===== src/hdl/nq_pkg.sv =====
package nq_pkg;

  // Fixed field widths of the item channels and the size register
  localparam int BoardW    = 4;
  localparam int PlaceW    = 24;
  localparam int CountW    = 8;
  localparam int ColShownW = 3;
  localparam int RowsShown = 8;

  localparam logic [BoardW-1:0] BoardReset = 4'd8;
  localparam logic [CountW-1:0] CountMax   = 8'hFF;

  // Command that the controller hands to each cell
  typedef enum logic [1:0] {
    OP_HOLD,
    OP_INC,
    OP_ZERO,
    OP_CLEAR
  } cell_op_e;

  // Search controller states
  typedef enum logic {
    ST_IDLE,
    ST_SEARCH
  } ctrl_state_e;

endpackage


===== src/hdl/nq_if.sv =====
interface nq_req_if;
  logic valid;
  logic ready;
  logic restart;

  modport source (output valid, output restart, input ready);
  modport sink (input valid, input restart, output ready);
endinterface

interface nq_rsp_if;
  import nq_pkg::*;
  logic              valid;
  logic              ready;
  logic              found;
  logic [PlaceW-1:0] placement;
  logic [CountW-1:0] solutions_so_far;

  modport source (output valid, output found, output placement, output solutions_so_far,
                  input ready);
  modport sink (input valid, input found, input placement, input solutions_so_far,
                output ready);
endinterface


===== src/hdl/n_queens_solution_generator.sv =====
// N-queens solution generator.
// Request channel req_i carries one bit, restart: 1 clears the board and the
// solution count and looks for the first placement, 0 looks for the next one.
// Each request gives exactly one item on rsp_o: found, the packed column of
// every row (3 bits per row, row 0 lowest, zero when found is 0) and the
// saturating count of solutions since the last restart.
// The board size register is written through cfg_we_i/cfg_wdata_i; the user
// must write it only while the block is idle, which the block itself does not
// enforce. A write in idle also restarts the search. A request is taken while
// idle; the search then runs one placement trial or backtrack step at a time,
// and the output register loads at the end of the last step. A trial is one
// pass through the row of cells, which compare the candidate column against
// every placed queen and ripple a conflict flag along the chain. A request
// after exhaustion makes no trial and reports exhaustion again.
// One request is searched at a time; ready is high while no search runs,
// even when a result still waits in the output register.
// When rsp_o is stalled, a finished search holds at its last step until the
// output register frees up. Reset sets the board size to 8 and clears the
// board, row pointer, exhausted flag and count.
module n_queens_solution_generator #(
  parameter int MAX_N = 8
) (
  input  logic                        clk_i,
  input  logic                        rst_ni,
  nq_req_if.sink                      req_i,
  nq_rsp_if.source                    rsp_o,
  input  logic                        cfg_we_i,
  input  logic [nq_pkg::BoardW-1:0]   cfg_wdata_i
);
  import nq_pkg::*;

  localparam int CW    = $clog2(MAX_N + 1);
  localparam int RW    = $clog2(MAX_N);
  localparam int Shown = (MAX_N < RowsShown) ? MAX_N : RowsShown;
  localparam logic [4:0] MaxN5 = 5'(MAX_N);

  ctrl_state_e       state_q, state_d;
  logic [BoardW-1:0] board_q;
  logic [RW-1:0]     k_q, k_d;
  logic              exh_q, exh_d;
  logic [CountW-1:0] cnt_q, cnt_d;

  logic [CW-1:0]     cols [MAX_N];
  cell_op_e          cell_op [MAX_N];
  logic [MAX_N:0]    conf;

  logic [4:0]        n_wide;
  logic [CW-1:0]     n_act;
  logic [CW-1:0]     cand;
  logic [CW-1:0]     k_ext;
  logic              safe;
  logic              req_acc;
  logic              out_free;

  logic              clear_all;
  logic [RW-1:0]     tgt;
  cell_op_e          tgt_op;
  logic              load_out;
  logic              load_found;

  logic              out_valid_q;
  logic              out_found_q;
  logic [PlaceW-1:0] out_place_q;
  logic [CountW-1:0] out_cnt_q;
  logic [PlaceW-1:0] place;

  // Active board size, capped at the built maximum
  assign n_wide = ({1'b0, board_q} > MaxN5) ? MaxN5 : {1'b0, board_q};
  assign n_act  = CW'(n_wide);

  assign cand     = cols[k_q];
  assign k_ext    = CW'(k_q);
  assign safe     = !conf[MAX_N];
  assign req_acc  = req_i.valid && req_i.ready;
  assign out_free = !out_valid_q || rsp_o.ready;

  assign req_i.ready = (state_q == ST_IDLE);

  // Row of cells, one per board row
  assign conf[0] = 1'b0;
  for (genvar r = 0; r < MAX_N; r++) begin : g_cell
    nq_cell #(
      .MAX_N (MAX_N),
      .ROW   (r)
    ) u_cell (
      .clk_i      (clk_i),
      .rst_ni     (rst_ni),
      .op_i       (cell_op[r]),
      .cand_col_i (cand),
      .cand_row_i (k_q),
      .conf_i     (conf[r]),
      .conf_o     (conf[r+1]),
      .col_o      (cols[r])
    );
  end

  // Steer the controller command to the target row
  always_comb begin
    for (int r = 0; r < MAX_N; r++) begin
      if (clear_all) begin
        cell_op[r] = OP_CLEAR;
      end else if (RW'(r) == tgt) begin
        cell_op[r] = tgt_op;
      end else begin
        cell_op[r] = OP_HOLD;
      end
    end
  end

  // Search sequencer: one trial or backtrack step per cycle, holding at the last step while the output register is full
  always_comb begin
    state_d    = state_q;
    k_d        = k_q;
    exh_d      = exh_q;
    cnt_d      = cnt_q;
    clear_all  = 1'b0;
    tgt        = k_q;
    tgt_op     = OP_HOLD;
    load_out   = 1'b0;
    load_found = 1'b0;
    case (state_q)
      ST_IDLE: begin
        if (cfg_we_i) begin
          clear_all = 1'b1;
          k_d       = '0;
          exh_d     = 1'b0;
          cnt_d     = '0;
        end else if (req_acc) begin
          if (req_i.restart) begin
            clear_all = 1'b1;
            k_d       = '0;
            exh_d     = 1'b0;
            cnt_d     = '0;
          end
          state_d = ST_SEARCH;
        end
      end
      ST_SEARCH: begin
        if (exh_q || (n_act == '0)) begin
          // report exhaustion
          if (out_free) begin
            exh_d    = 1'b1;
            load_out = 1'b1;
            state_d  = ST_IDLE;
          end
        end else if (cand >= n_act) begin
          if (k_q == '0) begin
            if (out_free) begin
              exh_d    = 1'b1;
              k_d      = '0;
              load_out = 1'b1;
              state_d  = ST_IDLE;
            end
          end else begin
            // backtrack and advance the row above
            k_d    = k_q - RW'(1);
            tgt    = k_q - RW'(1);
            tgt_op = OP_INC;
          end
        end else if (safe) begin
          if ((k_ext + CW'(1)) >= n_act) begin
            // full placement: report it and step past it
            if (out_free) begin
              load_out   = 1'b1;
              load_found = 1'b1;
              cnt_d      = (cnt_q != CountMax) ? (cnt_q + CountW'(1)) : cnt_q;
              tgt_op     = OP_INC;
              state_d    = ST_IDLE;
            end
          end else begin
            k_d    = k_q + RW'(1);
            tgt    = k_q + RW'(1);
            tgt_op = OP_ZERO;
          end
        end else begin
          tgt_op = OP_INC;
        end
      end
      default: begin
        state_d = ST_IDLE;
      end
    endcase
  end

  always_ff @(posedge clk_i or negedge rst_ni) begin
    if (!rst_ni) begin
      state_q <= ST_IDLE;
      board_q <= BoardReset;
      k_q     <= '0;
      exh_q   <= 1'b0;
      cnt_q   <= '0;
    end else begin
      state_q <= state_d;
      k_q     <= k_d;
      exh_q   <= exh_d;
      cnt_q   <= cnt_d;
      if (cfg_we_i) begin
        board_q <= cfg_wdata_i;
      end
    end
  end

  // Pack the shown rows of the current board
  always_comb begin
    place = '0;
    for (int r = 0; r < Shown; r++) begin
      if (CW'(r) < n_act) begin
        place[ColShownW*r +: ColShownW] = cols[r][ColShownW-1:0];
      end
    end
  end

  // Output register
  always_ff @(posedge clk_i or negedge rst_ni) begin
    if (!rst_ni) begin
      out_valid_q <= 1'b0;
    end else if (load_out) begin
      out_valid_q <= 1'b1;
    end else if (rsp_o.ready) begin
      out_valid_q <= 1'b0;
    end
  end

  always_ff @(posedge clk_i) begin
    if (load_out) begin
      out_found_q <= load_found;
      out_place_q <= load_found ? place : '0;
      out_cnt_q   <= cnt_d;
    end
  end

  assign rsp_o.valid            = out_valid_q;
  assign rsp_o.found            = out_found_q;
  assign rsp_o.placement        = out_place_q;
  assign rsp_o.solutions_so_far = out_cnt_q;

  // Checks
  a_load_free: assert property (@(posedge clk_i) disable iff (!rst_ni)
    load_out |-> (!out_valid_q || rsp_o.ready))
    else $error("result loaded over a waiting item");

  a_row_in_range: assert property (@(posedge clk_i) disable iff (!rst_ni)
    (state_q == ST_SEARCH && !exh_q && n_act != '0) |-> (k_ext < n_act))
    else $error("search row beyond board size");

  a_empty_place: assert property (@(posedge clk_i) disable iff (!rst_ni)
    (rsp_o.valid && !rsp_o.found) |-> (rsp_o.placement == '0))
    else $error("placement not zero on exhausted result");

  a_count_found: assert property (@(posedge clk_i) disable iff (!rst_ni)
    (rsp_o.valid && rsp_o.found) |-> (rsp_o.solutions_so_far != '0))
    else $error("solution reported with zero count");

endmodule


===== src/hdl/nq_cell.sv =====
module nq_cell #(
  parameter int MAX_N = 8,
  parameter int ROW   = 0,
  localparam int CW = $clog2(MAX_N + 1),
  localparam int RW = $clog2(MAX_N)
) (
  input  logic              clk_i,
  input  logic              rst_ni,
  input  nq_pkg::cell_op_e  op_i,
  input  logic [CW-1:0]     cand_col_i,
  input  logic [RW-1:0]     cand_row_i,
  input  logic              conf_i,
  output logic              conf_o,
  output logic [CW-1:0]     col_o
);
  import nq_pkg::*;

  localparam logic [CW-1:0] RowC = CW'(ROW);

  logic [CW-1:0] col_q, col_d;
  logic [CW-1:0] cand_row;
  logic [CW-1:0] diff;
  logic [CW-1:0] row_gap;
  logic          above;

  // Update the column held for this row
  always_comb begin
    case (op_i)
      OP_HOLD:  col_d = col_q;
      OP_INC:   col_d = col_q + CW'(1);
      OP_ZERO:  col_d = '0;
      OP_CLEAR: col_d = '0;
      default:  col_d = col_q;
    endcase
  end

  always_ff @(posedge clk_i or negedge rst_ni) begin
    if (!rst_ni) begin
      col_q <= '0;
    end else begin
      col_q <= col_d;
    end
  end

  // Check the candidate against this row's queen; pass the flag down the chain
  assign cand_row = CW'(cand_row_i);
  assign above    = cand_row > RowC;
  assign diff     = (cand_col_i > col_q) ? (cand_col_i - col_q) : (col_q - cand_col_i);
  assign row_gap  = cand_row - RowC;
  assign conf_o   = conf_i | (above && ((col_q == cand_col_i) || (diff == row_gap)));
  assign col_o    = col_q;

endmodule


===== src/flat_wrapper.sv =====
// flat-port wrapper written by rule: the top's interface ports become plain ports
module n_queens_solution_generator_flat import nq_pkg::*;
#(
  parameter int MAX_N = 8
)
  (clk_i, rst_ni, cfg_we_i, cfg_wdata_i, req_i_valid, req_i_restart, req_i_ready, rsp_o_valid, rsp_o_found, rsp_o_placement, rsp_o_solutions_so_far, rsp_o_ready);
  nq_req_if req_i_i ();
  nq_rsp_if rsp_o_i ();
  input  logic clk_i;
  input  logic rst_ni;
  input  logic cfg_we_i;
  input  logic [nq_pkg::BoardW-1:0] cfg_wdata_i;
  input wire logic [$bits(req_i_i.valid)-1:0] req_i_valid;
  input wire logic [$bits(req_i_i.restart)-1:0] req_i_restart;
  output wire logic [$bits(req_i_i.ready)-1:0] req_i_ready;
  output wire logic [$bits(rsp_o_i.valid)-1:0] rsp_o_valid;
  output wire logic [$bits(rsp_o_i.found)-1:0] rsp_o_found;
  output wire logic [$bits(rsp_o_i.placement)-1:0] rsp_o_placement;
  output wire logic [$bits(rsp_o_i.solutions_so_far)-1:0] rsp_o_solutions_so_far;
  input wire logic [$bits(rsp_o_i.ready)-1:0] rsp_o_ready;
  assign req_i_i.valid = req_i_valid;
  assign req_i_i.restart = req_i_restart;
  assign req_i_ready = req_i_i.ready;
  assign rsp_o_valid = rsp_o_i.valid;
  assign rsp_o_found = rsp_o_i.found;
  assign rsp_o_placement = rsp_o_i.placement;
  assign rsp_o_solutions_so_far = rsp_o_i.solutions_so_far;
  assign rsp_o_i.ready = rsp_o_ready;
  n_queens_solution_generator #(.MAX_N(MAX_N)) u_core (.clk_i(clk_i), .rst_ni(rst_ni), .req_i(req_i_i), .rsp_o(rsp_o_i), .cfg_we_i(cfg_we_i), .cfg_wdata_i(cfg_wdata_i));
endmodule

===== config.mk =====
export PLATFORM = sky130hd
export DESIGN_NAME = n_queens_solution_generator_flat
export DESIGN_NICKNAME = d
export VERILOG_FILES = /design/src/hdl/nq_pkg.sv /design/src/hdl/nq_if.sv /design/src/hdl/n_queens_solution_generator.sv /design/src/hdl/nq_cell.sv /design/src/flat_wrapper.sv
export SDC_FILE = /design/constraint.sdc
export NUM_CORES = 1
export LEC_CHECK = 0
export BUFFER_PORTS_ARGS = -buffer_cell sky130_fd_sc_hd__buf_4
export CAP_MARGIN = 10
export CORE_MARGIN = 2
export CORE_UTILIZATION = 35
export CTS_BUF_LIST = sky130_fd_sc_hd__clkbuf_4 sky130_fd_sc_hd__clkbuf_8
export CTS_CLUSTER_SIZE = 30
export DETAILED_ROUTE_END_ITERATION = 8
export GPL_TIMING_DRIVEN = 0
export SLEW_MARGIN = 5
export SYNTH_ARGS = -nofsm -noshare
export SYNTH_HDL_FRONTEND = slang
export SYNTH_SLANG_ARGS = --single-unit

===== constraint.sdc =====
create_clock -name clk_i -period 8 [get_ports clk_i]
set_clock_uncertainty 0.15 [all_clocks]
set_input_delay 1.6 -clock clk_i [delete_from_list [all_inputs] [get_ports clk_i]]
set_output_delay 1.6 -clock clk_i [all_outputs]
set_load 0.1 [all_outputs]

==> reports/qor.csv <==
metric,value,unit
reg-to-reg endpoint,u_core.g_cell[4].u_cell.col_o[1]$_DFFE_PN0P_,
relative slew slack,0.385,
DRT Wirelength,21.2,mm
clock buffer depth,2,
critical path launch point,u_core.k_q[0]$_DFFE_PN0P_,
Util after Layout,0.399,
worst slew pin tran,0.919,ns
first-pass GRT wire length,33.6,mm
status,"complete, no violations",
I/O Pins,45,
fin cells,1079,
"Net Count, Synth",848,
critical-path maximum fanout,15,
Layout area overhead,12.7,%
drt pass-1 iters,5,
CTS tree,built,
share of post-route cells with drive strength above 1,0.130,
IO Port Bufs,43,
Yosys warnings,0,
Most used DFF post-synth,dfrtp_1,
Die X,146,µm
vias after detailed routing,6195,
pwr dens,386,nW/µm²
drt initial violations,585,
Via-to-Cell Ratio,5.74,
CORE AREA,20000,µm²
die footprint,21400,µm²
final instance area,7990,µm²
Final GP Congestion,0.898,
register area share after synthesis,0.316,
Vert. Die Dim,146,µm
setup TNS,0,ns
nets@finish,904,
crit path capture,u_core.g_cell[4].u_cell.col_o[1]$_DFFE_PN0P_,
hold buffers post-CTS,0,
WL/cell,19.7,µm
vias in the first global route,6050,
final hold violation count,0,
CTS buffer count,9,
Fill cells,2026,
root buf cell,clkbuf_8,
post-synthesis average cell area,9.48,µm²
crit end category,flop,
Post-synth ARST share,0.602,
initial antenna violation count,0,
fmax,138,MHz
largest net degree at the start of global routing,51,
maximum vdd drop,168,µV
H-Tree Depth,3,
P_leak,3.25,nW
CP max stage delay,0.81,ns
Post-synth EDFFs,33,
GRT Util Overall,0.200,
critical path class,reg2reg,
Worst Path Required,8.08,ns
Cells after DPL,1063,
max_cap viols,0,
slowest CP cell,a2111oi_0,
Clock transition at path regs,0.11,ns
Critical Path Start Type,flop,
# diodes,0,
Cell Rows,52,
dominant cells by area after synthesis,"dfrtp_1 (17%), edfxtp_1 (14%), ha_1 (13%), nand2_1 (4.0%), fa_1 (4.0%)",
CP Cell Sequence,buf_2 > clkbuf_2 > mux4_2 > nand2_1 > and2_2 > inv_1 > fa_1 > o21ai_0 > a221o_1 > mux2i_1 > xnor2_1 > o211a_1 > or4_4 > nor2_1 > o221ai_2 > a2111oi_0 > o32ai_1,
Synth top area share,0.173,
Critical Path AT,7.34,ns
min Tclk post-route,7.27,ns
"Cell Area, Placed",7780,µm²
RSZ-0062 raised after global routing,false,
Tcrit/Tclk final,0.908,
"Setup violations, final",0,
Post-Syn Instances,748,
antenna-violating nets left,0,
CTS sink count,83,
Multi-input gate area,4440,µm²
count of pins over their slew limit,0,
FF-to-FF setup slack,0.73,ns
Post-DP HPWL,16.0,mm
HP Class,reg2reg,
R2R Path Start,u_core.k_q[0]$_DFFE_PN0P_,
total grt overflow,0,
count of cell types in the netlist,76,
largest area contributor in the netlist,dfrtp_1,
worst skew pair latency,0.40,ns
Worst R2R Path Depth,17,
detailed-route DRC error count,0,
Post-Syn Area,7090,µm²
"FF+latch count, synth",83,
Register Area,2240,µm²
Initial Util,0.354,
## cells in the mapped netlist (all sizes together), types with 20 or more instances
| cell type | instances |
|---|---|
| nor3 | 26 |
| dfrtp | 49 |
| clkbuf | 20 |
| xnor2 | 22 |
| o21ai | 32 |
| nand2 | 76 |
| ha | 76 |
| edfxtp | 33 |
| inv | 68 |
| o32ai | 22 |
| a21oi | 40 |
| nor2 | 28 |
| nand3 | 23 |
## metrics by stage
stage               power [mW]  setup slack [ns]  hold slack, ns
detailed placement        2.74           -0.0718           0.342
finish                    3.08             0.733           0.367
global route              3.26             0.258           0.399
global placement          2.72             -1.15           0.328
floorplan                 2.24             0.957           0.313
CTS                       3.07             0.451           0.365
## flip-flops by register name (all words and copies together) (netlist names)
register                       count
u_core.cnt_q                       8
u_core.rsp_o.solutions_so_far      8
u_core.g_cell.u_cell.col_o        32
u_core.exh_q                       1
u_core.rsp_o.placement            24
u_core.rsp_o.found                 1
u_core.k_q                         3
u_core.rsp_o.valid                 1
u_core.state_q                     1
u_core.board_q                     4
## power breakdown
| group | switching (mW) | internal (mW) |
|---|---|---|
| combinational | 1.52 | 0.609 |
| sequential | 0.0685 | 0.561 |
| clock | 0.205 | 0.125 |
| total | 1.79 | 1.29 |
## final cells by class
| cell class | instances | share of cell area |
|---|---|---|
| Inverter | 70 | 0.0329 |
| Tap cell | 270 | 0.0423 |
| Buffer | 34 | 0.0196 |
| Sequential cell | 83 | 0.281 |
| Clock buffer | 9 | 0.0155 |
| Multi-Input combinational cell | 561 | 0.556 |
| Clock inverter | 7 | 0.00956 |
| Timing Repair Buffer | 45 | 0.0432 |
## metal layers
metal  global-route usage  wire [µm]
met1                0.278       9590
met2                0.317       9720
met3               0.0259       1300
met4               0.0845        642
met5                    0          0
## critical path: cells and delay by family (launching register included)
family / cells / cell delay, ns
XOR/XNOR: 1 / 0.09
multiplexers: 2 / 0.82
buffers and inverters: 3 / 1.37
adder cells (fa/ha/maj): 1 / 0.59
AND/OR/NAND/NOR: 4 / 1.51
AO/OA/AOI/OAI: 6 / 1.93
flip-flops: 1 / 0.62
## timing repair
item                                    CTS  global route
hold endpoints to repair                  0             0
setup buffers                             0             0
endpoints found under the setup margin   17            19
gates resized for setup                   1             1
## cell families after synthesis
family | Yosys count | share of synthesized area
AND/OR/NAND/NOR | 227 | 0.164
AO/OA/AOI/OAI | 185 | 0.195
buffers and inverters | 104 | 0.0589
adder cells (fa/ha/maj) | 90 | 0.174
flip-flops | 83 | 0.316
XOR/XNOR | 30 | 0.0371
multiplexers | 29 | 0.0556
## cells in the final DEF (no fill, tap or decap), drive strengths merged, types with 28 or more instances in the layout
master / Yosys / final
buf: 14 / 58
a21oi: 40 / 40
clkbuf: 20 / 30
inv: 68 / 73
ha: 76 / 76
nor2: 28 / 28
edfxtp: 33 / 33
o21ai: 32 / 32
nand2: 76 / 76
dfrtp: 49 / 49
## worst min path at each step
| stage | startpoint | end | slack (ns) | cells after the start |
|---|---|---|---|---|
| 4_1_cts | u_core.exh_q$_DFFE_PN0P_ | u_core.exh_q$_DFFE_PN0P_ | 0.37 | 2 |
| 2_1_floorplan | u_core.exh_q$_DFFE_PN0P_ | u_core.exh_q$_DFFE_PN0P_ | 0.31 | 2 |
| 5_1_grt | u_core.exh_q$_DFFE_PN0P_ | u_core.exh_q$_DFFE_PN0P_ | 0.40 | 2 |
| 3_5_place_dp | u_core.exh_q$_DFFE_PN0P_ | u_core.exh_q$_DFFE_PN0P_ | 0.34 | 2 |
| 6_report | u_core.exh_q$_DFFE_PN0P_ | u_core.exh_q$_DFFE_PN0P_ | 0.37 | 2 |
| 3_3_place_gp | u_core.exh_q$_DFFE_PN0P_ | u_core.exh_q$_DFFE_PN0P_ | 0.33 | 2 |
Power figures use the tool's default switching activity.
